[src/hw/rtl/cpvl_pkg.sv]
`default_nettype none

package cpvl_pkg;

   // Field and datapath widths.
   localparam int ANG_W      = 16;
   localparam int ERR_W      = 17;
   localparam int GAIN_W     = 16;
   localparam int RATE_W     = 10;
   localparam int TOL_W      = 15;
   localparam int INTEG_W    = 24;
   localparam int VERR_W     = 36;
   localparam int ACC_W      = 64;
   localparam int DRIVE_W    = 16;

   // Shared multiplier: signed A by signed B, wide operands split at SPLIT bits.
   localparam int MUL_A_W    = 25;
   localparam int MUL_B_W    = 17;
   localparam int MUL_P_W    = MUL_A_W + MUL_B_W;
   localparam int SPLIT      = 23;

   // Port widths.
   localparam int REQ_DATA_W = 32;
   localparam int RSP_DATA_W = 40;
   localparam int CSR_ADDR_W = 3;
   localparam int CSR_DATA_W = 16;

   // Saturation limits.
   localparam logic signed [ACC_W-1:0] INTEG_LIMIT = 64'sd5242880;
   localparam logic signed [ACC_W-1:0] SUM_LIMIT   = 64'sd70368744177664;
   localparam logic signed [ACC_W-1:0] DRIVE_LIMIT = 64'sd16384;

   typedef enum logic [CSR_ADDR_W-1:0] {
      CSR_KP,
      CSR_FEED_GAIN,
      CSR_TAU_R,
      CSR_LOOP_TIME,
      CSR_LOOP_RATE,
      CSR_MAX_TIMEOUT,
      CSR_TOLERANCE,
      CSR_ANGLE_OFFSET
   } csr_index_type;

   typedef struct packed {
      logic [MUL_A_W-1:0] a;
      logic [MUL_B_W-1:0] b;
   } mul_op_type;

   function automatic logic signed [ACC_W-1:0] clamp_acc(
      input logic signed [ACC_W-1:0] v,
      input logic signed [ACC_W-1:0] lim
   );
      logic signed [ACC_W-1:0] r;
      if (v > lim) begin
         r = lim;
      end else if (v < -lim) begin
         r = -lim;
      end else begin
         r = v;
      end
      return r;
   endfunction

endpackage

`default_nettype wire

[src/hw/rtl/cpvl_mul.sv]
`default_nettype none

// Registered signed multiplier, shared by every product of the loop.
module cpvl_mul import cpvl_pkg::*; (
   input  wire logic               clock,
   input  wire mul_op_type         op,
   output logic [MUL_P_W-1:0]      prod
);

   logic [MUL_P_W-1:0] prod_ff;
   logic [MUL_P_W-1:0] prod_in;

   assign prod_in = MUL_P_W'($signed(op.a) * $signed(op.b));

   always_ff @(posedge clock) begin
      prod_ff <= prod_in;
   end

   assign prod = prod_ff;

endmodule

`default_nettype wire

[src/hw/rtl/cascaded_position_velocity_loop.sv]
`default_nettype none

// Channel  | Direction | Handshake            | Contents
// ---------+-----------+----------------------+---------------------------------------------
// req      | in        | req_tvalid/tready    | tuser: item kind; tdata: sample, target
// rsp      | out       | rsp_tvalid/tready    | tdata: drive, motion, at-target, pos. error
// csr      | in        | csr_we (no wait)     | register index and 16 bit write data
//
// A control tick that runs the loop walks the sequencer states in turn, from acceptance
// to the result and back to idle; no new item is taken until the block is idle again.
// The sequencer walks one shared 25x17 multiplier and one 64 bit adder
// through eight products and their sums. A set-target transaction, or a tick outside
// a motion, goes straight to the result state. Reset is synchronous and restores the register defaults
// and clears all loop state. A stalled result waits in the output register; the
// block accepts the next item meanwhile but holds its own result until that one leaves.

module cascaded_position_velocity_loop import cpvl_pkg::*; (
   input  wire logic                  clock,
   input  wire logic                  reset,

   input  wire logic                  req_tvalid,
   output logic                       req_tready,
   // [15:0] angle_sample, [31:16] target_angle
   input  wire logic [REQ_DATA_W-1:0] req_tdata,
   // [0] req_type (0 = control tick, 1 = set target)
   input  wire logic [0:0]            req_tuser,

   output logic                       rsp_tvalid,
   input  wire logic                  rsp_tready,
   // [15:0] motor_cmd, [16] in_motion, [17] at_target, [34:18] position_error,
   // [39:35] zero
   output logic [RSP_DATA_W-1:0]      rsp_tdata,

   input  wire logic                  csr_we,
   input  wire logic [CSR_ADDR_W-1:0] csr_addr,
   input  wire logic [CSR_DATA_W-1:0] csr_wdata
);

   typedef enum logic [3:0] {
      ST_IDLE,
      ST_KP,
      ST_RATE,
      ST_VERR,
      ST_LT_LO,
      ST_LT_HI,
      ST_LT_ADD,
      ST_INTEG,
      ST_TAU_HI,
      ST_TAU_ADD,
      ST_SUM,
      ST_FG_LO,
      ST_FG_HI,
      ST_FG_ADD,
      ST_DRIVE,
      ST_DONE
   } state_type;

   // Configuration registers.
   logic [GAIN_W-1:0]        kp_ff;
   logic [GAIN_W-1:0]        feed_gain_ff;
   logic [GAIN_W-1:0]        tau_r_ff;
   logic [GAIN_W-1:0]        loop_time_ff;
   logic [RATE_W-1:0]        loop_rate_ff;
   logic [GAIN_W-1:0]        max_timeout_ff;
   logic [TOL_W-1:0]         tolerance_ff;
   logic signed [ANG_W-1:0]  angle_offset_ff;

   // Loop state.
   state_type                state_ff;
   logic                     moving_ff;
   logic [GAIN_W-1:0]        tick_ff;
   logic signed [ANG_W-1:0]  cur_ff;
   logic signed [ANG_W-1:0]  target_ff;
   logic signed [INTEG_W-1:0] integ_ff;
   logic signed [ERR_W-1:0]  last_err_ff;
   logic signed [DRIVE_W-1:0] drive_ff;

   // Working registers of one control tick.
   logic signed [ERR_W-1:0]  err_ff;
   logic signed [ERR_W-1:0]  diff_ff;
   logic signed [VERR_W-1:0] verr_ff;
   logic signed [ACC_W-1:0]  acc_ff;

   // Output register.
   logic                     rsp_tvalid_ff;
   logic [DRIVE_W-1:0]       rsp_motor_ff;
   logic                     rsp_motion_ff;
   logic                     rsp_at_ff;
   logic [ERR_W-1:0]         rsp_err_ff;

   // Combinational signals.
   logic signed [ANG_W-1:0]  req_sample;
   logic signed [ANG_W-1:0]  req_target;
   logic signed [ANG_W:0]    offs_diff;
   logic signed [ANG_W-1:0]  ang_in;
   logic signed [ERR_W-1:0]  err_in;
   logic signed [ERR_W-1:0]  diff_in;
   logic                     control;
   logic                     out_free;

   mul_op_type               mul_op;
   logic [MUL_P_W-1:0]       prod;
   logic signed [ACC_W-1:0]  prod_ext;
   logic signed [ACC_W-1:0]  integ_ext;
   logic signed [ACC_W-1:0]  verr_ext;
   logic [MUL_A_W-1:0]       acc_lo;
   logic [MUL_A_W-1:0]       acc_hi;
   logic [MUL_A_W-1:0]       verr_lo;
   logic [MUL_A_W-1:0]       verr_hi;

   logic signed [ACC_W-1:0]  add_a;
   logic signed [ACC_W-1:0]  add_b;
   logic                     add_sub;
   logic signed [ACC_W-1:0]  add_res;
   logic signed [ACC_W-1:0]  integ_sat;
   logic signed [ACC_W-1:0]  sum_sat;
   logic signed [ACC_W-1:0]  drive_wide;
   logic signed [ACC_W-1:0]  drive_sat;
   logic signed [DRIVE_W-1:0] drive_in;

   logic [ERR_W:0]           err_wide;
   logic [ERR_W:0]           err_mag;
   logic                     at_in;

   // ------------------------------------------------------------------
   // Configuration port. Writes land directly; there is no read-back.
   // ------------------------------------------------------------------
   always_ff @(posedge clock) begin
      if (reset) begin
         kp_ff           <= 16'd256;
         feed_gain_ff    <= 16'd256;
         tau_r_ff        <= 16'd6554;
         loop_time_ff    <= 16'd1311;
         loop_rate_ff    <= 10'd50;
         max_timeout_ff  <= 16'd250;
         tolerance_ff    <= 15'd128;
         angle_offset_ff <= 16'sd0;
      end else if (csr_we) begin
         unique case (csr_index_type'(csr_addr))
            CSR_KP:           kp_ff           <= csr_wdata;
            CSR_FEED_GAIN:    feed_gain_ff    <= csr_wdata;
            CSR_TAU_R:        tau_r_ff        <= csr_wdata;
            CSR_LOOP_TIME:    loop_time_ff    <= csr_wdata;
            CSR_LOOP_RATE:    loop_rate_ff    <= csr_wdata[RATE_W-1:0];
            CSR_MAX_TIMEOUT:  max_timeout_ff  <= csr_wdata;
            CSR_TOLERANCE:    tolerance_ff    <= csr_wdata[TOL_W-1:0];
            CSR_ANGLE_OFFSET: angle_offset_ff <= $signed(csr_wdata);
         endcase
      end
   end

   // ------------------------------------------------------------------
   // Front end: the sample less the calibration offset, saturated to the
   // 16 bit angle range, then the position error and the angle step.
   // ------------------------------------------------------------------
   assign req_sample = $signed(req_tdata[ANG_W-1:0]);
   assign req_target = $signed(req_tdata[2*ANG_W-1:ANG_W]);

   assign offs_diff = {req_sample[ANG_W-1], req_sample}
                    - {angle_offset_ff[ANG_W-1], angle_offset_ff};

   always_comb begin
      if (offs_diff > 17'sd32767) begin
         ang_in = 16'sh7FFF;
      end else if (offs_diff < -17'sd32768) begin
         ang_in = 16'sh8000;
      end else begin
         ang_in = offs_diff[ANG_W-1:0];
      end
   end

   // The angle step is taken against the angle held from the last tick.
   assign err_in  = {target_ff[ANG_W-1], target_ff} - {ang_in[ANG_W-1], ang_in};
   assign diff_in = {ang_in[ANG_W-1], ang_in} - {cur_ff[ANG_W-1], cur_ff};

   // The loop runs only inside a motion that has ticks left.
   assign control  = moving_ff && (tick_ff < max_timeout_ff);
   assign out_free = !rsp_tvalid_ff || rsp_tready;

   // ------------------------------------------------------------------
   // Shared multiplier. Wide operands (the velocity error and the clamped
   // sum) go through in two halves: the low SPLIT bits unsigned, the rest
   // signed, and the adder recombines them with a shift of SPLIT.
   // ------------------------------------------------------------------
   assign verr_ext = {{(ACC_W-VERR_W){verr_ff[VERR_W-1]}}, verr_ff};
   assign acc_lo   = {{(MUL_A_W-SPLIT){1'b0}}, acc_ff[SPLIT-1:0]};
   assign acc_hi   = acc_ff[SPLIT+MUL_A_W-1:SPLIT];
   assign verr_lo  = {{(MUL_A_W-SPLIT){1'b0}}, verr_ext[SPLIT-1:0]};
   assign verr_hi  = verr_ext[SPLIT+MUL_A_W-1:SPLIT];

   always_comb begin
      unique case (state_ff)
         ST_KP: begin
            mul_op.a = {{(MUL_A_W-ERR_W){err_ff[ERR_W-1]}}, err_ff};
            mul_op.b = {{(MUL_B_W-GAIN_W){1'b0}}, kp_ff};
         end
         ST_RATE: begin
            mul_op.a = {{(MUL_A_W-ERR_W){diff_ff[ERR_W-1]}}, diff_ff};
            mul_op.b = {{(MUL_B_W-RATE_W){1'b0}}, loop_rate_ff};
         end
         ST_LT_LO: begin
            mul_op.a = acc_lo;
            mul_op.b = {{(MUL_B_W-GAIN_W){1'b0}}, loop_time_ff};
         end
         ST_LT_HI: begin
            mul_op.a = verr_hi;
            mul_op.b = {{(MUL_B_W-GAIN_W){1'b0}}, loop_time_ff};
         end
         ST_INTEG: begin
            mul_op.a = verr_lo;
            mul_op.b = {{(MUL_B_W-GAIN_W){1'b0}}, tau_r_ff};
         end
         ST_TAU_HI: begin
            mul_op.a = verr_hi;
            mul_op.b = {{(MUL_B_W-GAIN_W){1'b0}}, tau_r_ff};
         end
         ST_FG_LO: begin
            mul_op.a = acc_lo;
            mul_op.b = {{(MUL_B_W-GAIN_W){1'b0}}, feed_gain_ff};
         end
         ST_FG_HI: begin
            mul_op.a = acc_hi;
            mul_op.b = {{(MUL_B_W-GAIN_W){1'b0}}, feed_gain_ff};
         end
         default: begin
            mul_op.a = '0;
            mul_op.b = '0;
         end
      endcase
   end

   cpvl_mul u_mul (
      .clock (clock),
      .op    (mul_op),
      .prod  (prod)
   );

   // ------------------------------------------------------------------
   // Shared adder. Right shifts are arithmetic, which gives the floored
   // division the fixed-point scaling needs.
   // ------------------------------------------------------------------
   assign prod_ext  = {{(ACC_W-MUL_P_W){prod[MUL_P_W-1]}}, prod};
   assign integ_ext = {{(ACC_W-INTEG_W){integ_ff[INTEG_W-1]}}, integ_ff};

   always_comb begin
      unique case (state_ff)
         ST_VERR: begin
            // kp * error less the measured velocity, both in Q.14 deg/s
            add_a   = acc_ff;
            add_b   = prod_ext <<< 8;
            add_sub = 1'b1;
         end
         ST_LT_ADD, ST_TAU_ADD, ST_FG_ADD: begin
            add_a   = acc_ff;
            add_b   = prod_ext <<< SPLIT;
            add_sub = 1'b0;
         end
         ST_INTEG: begin
            add_a   = integ_ext;
            add_b   = acc_ff >>> 11;
            add_sub = 1'b0;
         end
         ST_SUM: begin
            add_a   = acc_ff;
            add_b   = integ_ext <<< 11;
            add_sub = 1'b0;
         end
         default: begin
            add_a   = '0;
            add_b   = '0;
            add_sub = 1'b0;
         end
      endcase
   end

   assign add_res    = add_sub ? (add_a - add_b) : (add_a + add_b);
   assign integ_sat  = clamp_acc(add_res, INTEG_LIMIT);
   assign sum_sat    = clamp_acc(add_res, SUM_LIMIT);
   assign drive_wide = acc_ff >>> 24;
   assign drive_sat  = clamp_acc(drive_wide, DRIVE_LIMIT);
   assign drive_in   = drive_sat[DRIVE_W-1:0];

   // At-target compares the magnitude of the held error, which needs one
   // extra bit because the most negative error has no positive twin.
   assign err_wide = {last_err_ff[ERR_W-1], last_err_ff};
   assign err_mag  = err_wide[ERR_W] ? (~err_wide + (ERR_W+1)'(1)) : err_wide;
   assign at_in    = err_mag < {{(ERR_W+1-TOL_W){1'b0}}, tolerance_ff};

   // ------------------------------------------------------------------
   // Sequencer, loop state and output register.
   // ------------------------------------------------------------------
   always_ff @(posedge clock) begin
      if (reset) begin
         state_ff      <= ST_IDLE;
         moving_ff     <= 1'b0;
         tick_ff       <= '0;
         cur_ff        <= '0;
         target_ff     <= '0;
         integ_ff      <= '0;
         last_err_ff   <= '0;
         drive_ff      <= '0;
         rsp_tvalid_ff <= 1'b0;
      end else begin
         // A new result is loaded as the waiting one leaves, or into an
         // empty output register.
         if ((state_ff == ST_DONE) && out_free) begin
            rsp_tvalid_ff <= 1'b1;
         end else if (rsp_tready) begin
            rsp_tvalid_ff <= 1'b0;
         end
         unique case (state_ff)
            ST_IDLE: begin
               if (req_tvalid) begin
                  if (req_tuser[0]) begin
                     // Set target: start a fresh motion.
                     target_ff <= req_target;
                     moving_ff <= 1'b1;
                     tick_ff   <= '0;
                     state_ff  <= ST_DONE;
                  end else begin
                     cur_ff  <= ang_in;
                     err_ff  <= err_in;
                     diff_ff <= diff_in;
                     if (control) begin
                        last_err_ff <= err_in;
                        tick_ff     <= tick_ff + 16'd1;
                        state_ff    <= ST_KP;
                     end else begin
                        // Out of ticks or not moving: drive off, motion over.
                        drive_ff  <= '0;
                        moving_ff <= 1'b0;
                        tick_ff   <= '0;
                        state_ff  <= ST_DONE;
                     end
                  end
               end
            end
            ST_KP: begin
               state_ff <= ST_RATE;
            end
            ST_RATE: begin
               acc_ff   <= prod_ext;
               state_ff <= ST_VERR;
            end
            ST_VERR: begin
               acc_ff   <= add_res;
               state_ff <= ST_LT_LO;
            end
            ST_LT_LO: begin
               verr_ff  <= acc_ff[VERR_W-1:0];
               state_ff <= ST_LT_HI;
            end
            ST_LT_HI: begin
               acc_ff   <= prod_ext;
               state_ff <= ST_LT_ADD;
            end
            ST_LT_ADD: begin
               acc_ff   <= add_res;
               state_ff <= ST_INTEG;
            end
            ST_INTEG: begin
               integ_ff <= integ_sat[INTEG_W-1:0];
               state_ff <= ST_TAU_HI;
            end
            ST_TAU_HI: begin
               acc_ff   <= prod_ext;
               state_ff <= ST_TAU_ADD;
            end
            ST_TAU_ADD: begin
               acc_ff   <= add_res;
               state_ff <= ST_SUM;
            end
            ST_SUM: begin
               acc_ff   <= sum_sat;
               state_ff <= ST_FG_LO;
            end
            ST_FG_LO: begin
               state_ff <= ST_FG_HI;
            end
            ST_FG_HI: begin
               acc_ff   <= prod_ext;
               state_ff <= ST_FG_ADD;
            end
            ST_FG_ADD: begin
               acc_ff   <= add_res;
               state_ff <= ST_DRIVE;
            end
            ST_DRIVE: begin
               drive_ff <= drive_in;
               state_ff <= ST_DONE;
            end
            ST_DONE: begin
               if (out_free) begin
                  rsp_motor_ff  <= drive_ff;
                  rsp_motion_ff <= moving_ff;
                  rsp_at_ff     <= at_in;
                  rsp_err_ff    <= last_err_ff;
                  state_ff      <= ST_IDLE;
               end
            end
         endcase
      end
   end

   assign req_tready = (state_ff == ST_IDLE);
   assign rsp_tvalid = rsp_tvalid_ff;
   assign rsp_tdata  = {{(RSP_DATA_W-DRIVE_W-2-ERR_W){1'b0}},
                        rsp_err_ff, rsp_at_ff, rsp_motion_ff, rsp_motor_ff};

`ifndef ASSERT_OFF
   a_busy_after_accept: assert property (@(posedge clock) disable iff (reset)
      (req_tvalid && req_tready) |=> !req_tready)
      else $error("block took a second transaction straight after the first");

   a_drive_range: assert property (@(posedge clock) disable iff (reset)
      (drive_ff >= -16'sd16384) && (drive_ff <= 16'sd16384))
      else $error("held drive outside the saturation range");

   a_integ_range: assert property (@(posedge clock) disable iff (reset)
      (integ_ff >= -24'sd5242880) && (integ_ff <= 24'sd5242880))
      else $error("velocity integral outside its clamp");

   a_tick_idle: assert property (@(posedge clock) disable iff (reset)
      !moving_ff |-> (tick_ff == '0))
      else $error("tick counter running outside a motion");
`endif

endmodule

`default_nettype wire
[config.mk]
export PLATFORM = sky130hd
export DESIGN_NAME = cascaded_position_velocity_loop
export DESIGN_NICKNAME = d
export VERILOG_FILES = /design/src/hw/rtl/cpvl_pkg.sv /design/src/hw/rtl/cpvl_mul.sv /design/src/hw/rtl/cascaded_position_velocity_loop.sv
export SDC_FILE = /design/constraint.sdc
export NUM_CORES = 2
export LEC_CHECK = 0
export ABC_AREA = 0
export BUFFER_PORTS_ARGS = -buffer_cell sky130_fd_sc_hd__buf_2
export CORE_ASPECT_RATIO = 0.5
export CORE_MARGIN = 10
export CORE_UTILIZATION = 30
export DETAILED_ROUTE_END_ITERATION = 7
export GPL_ROUTABILITY_DRIVEN = 0
export PLACE_DENSITY = 0.49
export REMOVE_ABC_BUFFERS = 1
export SLEW_MARGIN = 20
export SYNTH_ARGS = -nofsm -noshare
export SYNTH_HDL_FRONTEND = slang
export SYNTH_SLANG_ARGS = --single-unit
[constraint.sdc]
create_clock -name clock -period 11.9 [get_ports clock]
set_input_delay 2.38 -clock clock [delete_from_list [all_inputs] [get_ports clock]]
set_output_delay 2.38 -clock clock [all_outputs]
set_load 0.01 [all_outputs]
# Word level (Yosys, flattened, before mapping)
# Index checks and enable logic that the tools add are counted.
[op_classes]
add_sub_neg = 7
n_mul = 1
magnitude_cmp = 10
n_eq_ne = 27
mux = 30
bitwise_logic = 3
n_reduce_logical = 32
[ops]
columns = ["cell", "count"]
rows = [
  ["case mux 42 bit (8 select lines)", 1],
  ["case mux 64 bit (4 select lines)", 1],
  ["two-way mux 64 bit", 3],
  ["case mux 64 bit (3 select lines)", 1],
  ["two-way mux 16 bit", 9],
  ["case mux 64 bit (2 select lines)", 1],
  ["adder 64 bit", 1],
  ["greater-than comparator 64 x 24 -> 1 bit, second input constant", 1],
  ["greater-than comparator 64 x 48 -> 1 bit, second input constant", 1],
  ["less-than comparator 64 x 24 -> 1 bit, second input constant", 1],
  ["less-than comparator 64 x 47 -> 1 bit, second input constant", 1],
  ["case mux 4 bit (16 select lines)", 1],
  ["subtractor 64 bit", 1],
  ["subtractor 16 x 16 -> 17 bit", 3],
  ["two-way mux 24 bit", 2],
  ["multiplier 25 x 17 -> 42 bit", 1],
  ["greater-than comparator 40 x 16 -> 1 bit, second input constant", 1],
  ["less-than comparator 40 x 15 -> 1 bit, second input constant", 1],
  ["== test 4 bit, second input constant", 8],
  ["case mux 16 bit (2 select lines)", 1],
  ["AND reduction 2 bit", 12],
  ["adder 18 x 1 -> 18 bit, second input constant", 1],
  ["less-than comparator 18 x 15 -> 1 bit", 1],
  ["two-way mux 18 bit", 1],
  ["other kinds (27)", 55],
]
[totals]
ff_bits = 443
in_bits = 57
output_inout_bits = 42
elab_cells = 136

# Longest topological paths before layout
[logic_depth]
word_depth = 9
ltp_mapped = 39
mapped_depth_nobuf = 32

# Hierarchy
# A second synthesis with hierarchy kept.
[unflattened]
cells_unflattened = 5111
area_unflattened_um2 = 43785.7
[by_module_without_submodules]
columns = ["module", "n_inst", "cells_per_inst", "area_each_um2", "seq_area_each_um2"]
rows = [
  ["cascaded_position_velocity_loop", 1, 3412, 27875.5, 9719.3],
  ["cpvl_mul", 1, 1699, 15910.3, 840.8],
]

# Worst setup path before layout
# No wires, ideal clock.
[synth_timing]
kind = "flip-flop to flip-flop"
startpoint = "register state_ff[0]"
endpoint = "register u_mul.prod_ff[41], in the netlist u_mul.prod[41]"
setup_ps = 72
arrival_time_ps = 8437
required_ps = 11828
path_slack_ps = 3391
path_stages_with_launch = 36
n_path_buf = 9
synth_period_minus_slack_ps = 8509
path_cell_list = "dfxtp_1 -> buf_6 -> buf_6 -> buf_6 -> clkbuf_1 -> buf_1 -> nand2_1 -> o21ai_0 -> and2_1 -> clkbuf_1 -> clkbuf_1 -> a221o_1 -> clkbuf_1 -> nand2_1 -> fa_1 -> inv_1 -> fa_1 -> inv_1 -> fa_1 -> fa_1 -> inv_1 -> fa_1 -> fa_1 -> ha_1 -> clkbuf_1 -> a2111oi_0 -> nor2b_1 -> a21o_1 -> a31oi_1 -> a41oi_1 -> a311oi_1 -> o21a_1 -> o21a_1 -> o21a_1 -> nor2_1 -> xnor2_1"
[synth_via]
elab_chain_len = 3
word_cells_on_any_way = 10
classes_between = "1 x mul; 8 x eq/ne; 1 x mux"
[synth_rtl]
columns = ["element", "line", "text"]
rows = [
  ["start: declaration", "cascaded_position_velocity_loop.sv:69", "state_type state_ff;"],
  ["start signal: assignment", "cascaded_position_velocity_loop.sv:294", "state_ff <= ST_IDLE;"],
  ["start signal: assignment", "cascaded_position_velocity_loop.sv:319", "state_ff <= ST_DONE;"],
  ["start signal: assignment", "cascaded_position_velocity_loop.sv:327", "state_ff <= ST_KP;"],
  ["== test 4 bit, or another cell as far along", "cascaded_position_velocity_loop.sv:192", "unique case (state_ff)"],
  ["case mux 42 bit (8 select lines) (*)", "cascaded_position_velocity_loop.sv:192", ""],
  ["multiplier 25 x 17 -> 42 bit (*)", "cpvl_mul.sv:13", "assign prod_in = MUL_P_W'($signed(op.a) * $signed(op.b));"],
  ["via u_mul.prod_in[41]", "cpvl_mul.sv:11", "logic [MUL_P_W-1:0] prod_in;"],
  ["end signal: assignment", "cpvl_mul.sv:16", "prod_ff <= prod_in;"],
  ["end: declaration", "cpvl_mul.sv:10", "logic [MUL_P_W-1:0] prod_ff;"],
]
# The timed path passes the listed nets; every way through them passes the cells marked *.
# A chain may end at the register's enable or synchronous reset.

# Final worst setup path
[layout_timing]
startpoint = "register state_ff[3]"
endpoint = "register acc_ff[49] (data pin)"
[layout_via]
elab_chain_len = 9
word_cells_on_any_way = 25
classes_between = "2 x add/sub; 2 x order compare; 10 x eq/ne; 7 x mux; 4 x reduce/logical"
[layout_rtl]
columns = ["element", "line", "text"]
rows = [
  ["== test 4 bit, or another cell as far along", "cascaded_position_velocity_loop.sv:246, cascaded_position_velocity_loop.sv:311", ""],
  ["OR reduction 5 bit (no source line) or OR reduction 3 bit (tied branches)", "n/a", ""],
  ["case mux 64 bit (2 select lines) or case mux 64 bit (4 select lines) (tied branches)", "cascaded_position_velocity_loop.sv:246", "unique case (state_ff)"],
  ["adder 64 bit or subtractor 64 bit (tied branches)", "cascaded_position_velocity_loop.sv:276", "assign add_res = add_sub ? (add_a - add_b) : (add_a + add_b);"],
  ["two-way mux 64 bit", "cascaded_position_velocity_loop.sv:276", ""],
  ["less-than comparator 64 x 47 -> 1 bit", "cpvl_pkg.sv:56", "end else if (v < -lim) begin"],
  ["two-way mux 64 bit", "cpvl_pkg.sv:56", ""],
  ["two-way mux 64 bit", "cpvl_pkg.sv:54", "if (v > lim) begin"],
  ["case mux 64 bit (3 select lines) (*)", "cascaded_position_velocity_loop.sv:311", "unique case (state_ff)"],
  ["end signal: assignment", "cascaded_position_velocity_loop.sv:342", "acc_ff <= prod_ext;"],
  ["end signal: assignment", "cascaded_position_velocity_loop.sv:346", "acc_ff <= add_res;"],
  ["end signal: assignment", "cascaded_position_velocity_loop.sv:354", "acc_ff <= prod_ext;"],
  ["end: declaration", "cascaded_position_velocity_loop.sv:82", "logic signed [ACC_W-1:0] acc_ff;"],
]
# Mark *: on every way between the ends. The rest lies on a longest branch, timed or not.

==> metrics.txt <==
area delta synth->final=9.75%; Die ar.=0.162 sq mm; crit path from=state_ff[3]; vias in the first global route=38000; # Post-CTS Setup Buffers=0; Setup Skew=23.4 ps; Final Max Slew Viols=0; Synth cell types=109; Cells after Synth=5237; Critical Path Start Type=flop; via/cell ratio=5.45; fin area=0.0478 sq mm; Fmax=0.0980 GHz; hold_buf cts=0; Slew @ Worst Pin=1160 ps; first-pass GRT wire length=246000 um; top-count cell post-synth=nand2_1; Critical Path Fanout Max=39; max incr delay on CP=810 ps; min Tclk post-route=10200 ps; Post-DP Area=0.0461 sq mm; Final #Nets=5885; Reg-to-Reg Start=state_ff[3]; DRT Wirelength=164000 um; die width=559 um; Clock Sinks=443; Max Cap Viol=0; effective utilization at floorplan=30.3%; Total GRT Usage=19.6%; final hold violation count=0; die height=289 um; Post-synth ARST share=0%; most frequent CP cell=o21ai_0; via count=39100; # diodes=0; RSZ-0062 raised after global routing=false; worst-case reg-to-reg path depth=29; largest area contributor in the netlist=fa_1; Detailed Route Iter0 Violations=4123; Worst R2R End=acc_ff[49]; Synth top area share=18.2%; commonest cells in the netlist=932 x nand2_1, 604 x inv_1, 395 x fa_1; TritonCTS clock tree=done; clk_lat worst skew=640 ps; WP data required=12220 ps; root buf cell=clkbuf_16; Hold/Removal Path Class=flop to flop; io pins=99; Tcrit/Tclk final=85.7%; Clock Pin Slew Worst Setup and Hold Paths=60 ps; synth warn=0; largest net degree at the start of global routing=91; Slew headroom=22.4%; detailed placement HPWL=128000 um; Crit Path Class=flop to flop; Max Buffers Root-to-Sink=3; initial antenna violation count=8; remaining global-route overflow=0; Seq cells post-synth=443; setup TNS=0 ps; largest cells by area after synthesis=fa_1 18%, dfxtp_1 13%, edfxtp_1 12%; final count of negative-setup-slack endpoints=0; Wirelength per Cell=22.8 um; crit end category=flop; Initial DRT Pass Iterations=7; share of cells above drive strength 1=7.48%; Post-CTS Resized=0; number of enable flip-flop cells after synthesis=169; worst setup path endpoint=acc_ff[49]; Remaining DRCs=0; core footprint=0.144 sq mm; port buffer count=93; Post-DRT Antenna Nets=0; synthesized area=0.0436 sq mm; Post-Syn Area per Cell=8.32 sq um; reg2reg setup slack=1700 ps; Seq/Total Area, Yosys=24.2%; FP Rows=98; worst path arrival time=10520 ps; H-tree lvl count=2; status=completed; CP max stage cell=dfxtp_1; Main synth FF type=dfxtp_1; TritonCTS buffer count=51
how the worst min path moves through the flow:
stage	from	end	slack, ps	depth (start not counted)
floorplan	drive_ff[0]	rsp_motor_ff[0]	400	0
global route	drive_ff[13]	rsp_motor_ff[13]	450	0
global placement	drive_ff[13]	rsp_motor_ff[13]	420	0
CTS	drive_ff[13]	rsp_motor_ff[13]	430	0
detailed placement	drive_ff[13]	rsp_motor_ff[13]	420	0
finish	drive_ff[15]	rsp_motor_ff[15]	430	0
layer usage:
| layer | vias up | track usage (%) | part of all wire (%) |
|---|---|---|---|
| met5 | - | 0 | 0.017 |
| met3 | 280 | 3.36 | 8.7 |
| met2 | 1797 | 30.8 | 44 |
| met4 | 4 | 5.02 | 2.9 |
| li1 | 17700 | - | - |
| met1 | 19300 | 27.8 | 45 |
metrics by stage:
step / setup WS [ps] / hold WS, ps / utilization, % / cells
2_1_floorplan: 1010 / 403 / - / 4956
3_3_place_gp: 1900 / 417 / 32.1 / 7081
3_5_place_dp: 1720 / 416 / 32.1 / 7083
4_1_cts: 1690 / 431 / 33.3 / 7179
5_1_grt: 1160 / 449 / 33.3 / 7179
6_report: 1700 / 431 / 33.3 / 7179
layout by cell type (no fill, tap or decap), types with 20 or more instances in the layout:
cell type  count
or3_1         27
a211o_1       20
nand2b_1      37
nor2_1       341
and3_1        22
xor2_1        69
or2_2         21
xnor2_1      110
buf_2         92
o21a_1        30
inv_1        603
clkbuf_16     54
nand4_1       58
nand2_1      932
o21ai_0      199
fa_1         395
o31ai_1       25
a22o_1        35
a22oi_1       60
nor2b_1       39
a211oi_1      40
nand3b_1      25
nand3_1       78
nor3_1        87
nor4_1        36
dfxtp_1      272
buf_4         83
and2_1        68
mux2i_1       33
a21o_1       108
edfxtp_1     169
a21oi_1      362
ha_1         247
a221o_1       29
state kept, by name, indices dropped and copies added (netlist names), 17 cells and up:
| register | flops |
|---|---|
| last_err_ff | 17 |
| diff_ff | 17 |
| verr_ff | 36 |
| rsp_err_ff | 17 |
| err_ff | 17 |
| u_mul.prod | 42 |
| integ_ff | 24 |
| acc_ff | 64 |
worst max-delay path, delay by kind of cell (launching register included):
kind                     cells  cell delay, ps
AO/OA/AOI/OAI               14            5030
XOR/XNOR                     1             180
adder cells (fa/ha/maj)      2             800
buffers and inverters        3             560
flip-flops                   1             810
AND/OR/NAND/NOR              9            2500
cell type report:
| type | count | area, sq um |
|---|---|---|
| multi-input combinational | 3908 | 29700 |
| clock buffer | 68 | 1430 |
| tap | 1950 | 2440 |
| sequential | 443 | 10600 |
| inverter | 605 | 2270 |
| fill | 15100 | 95800 |
| timing repair buffer | 177 | 1110 |
| clock inverter | 28 | 295 |
kinds of logic (layout without fill, tap and decap cells):
group	Yosys count	after routing	synth area share, %
buf+inv	890	878	8.04
fa+ha+maj	642	642	25.3
flops	443	443	24.2
compound gates	1172	1172	18.1
other cells	1	5	0.00861
mux	50	50	1.21
xor+xnor	179	179	3.60
simple gates	1860	1860	19.5
Power is left out: the tool's default activity adds up to more than one toggle a clock period on the data nets, which glitch-free logic cannot reach.
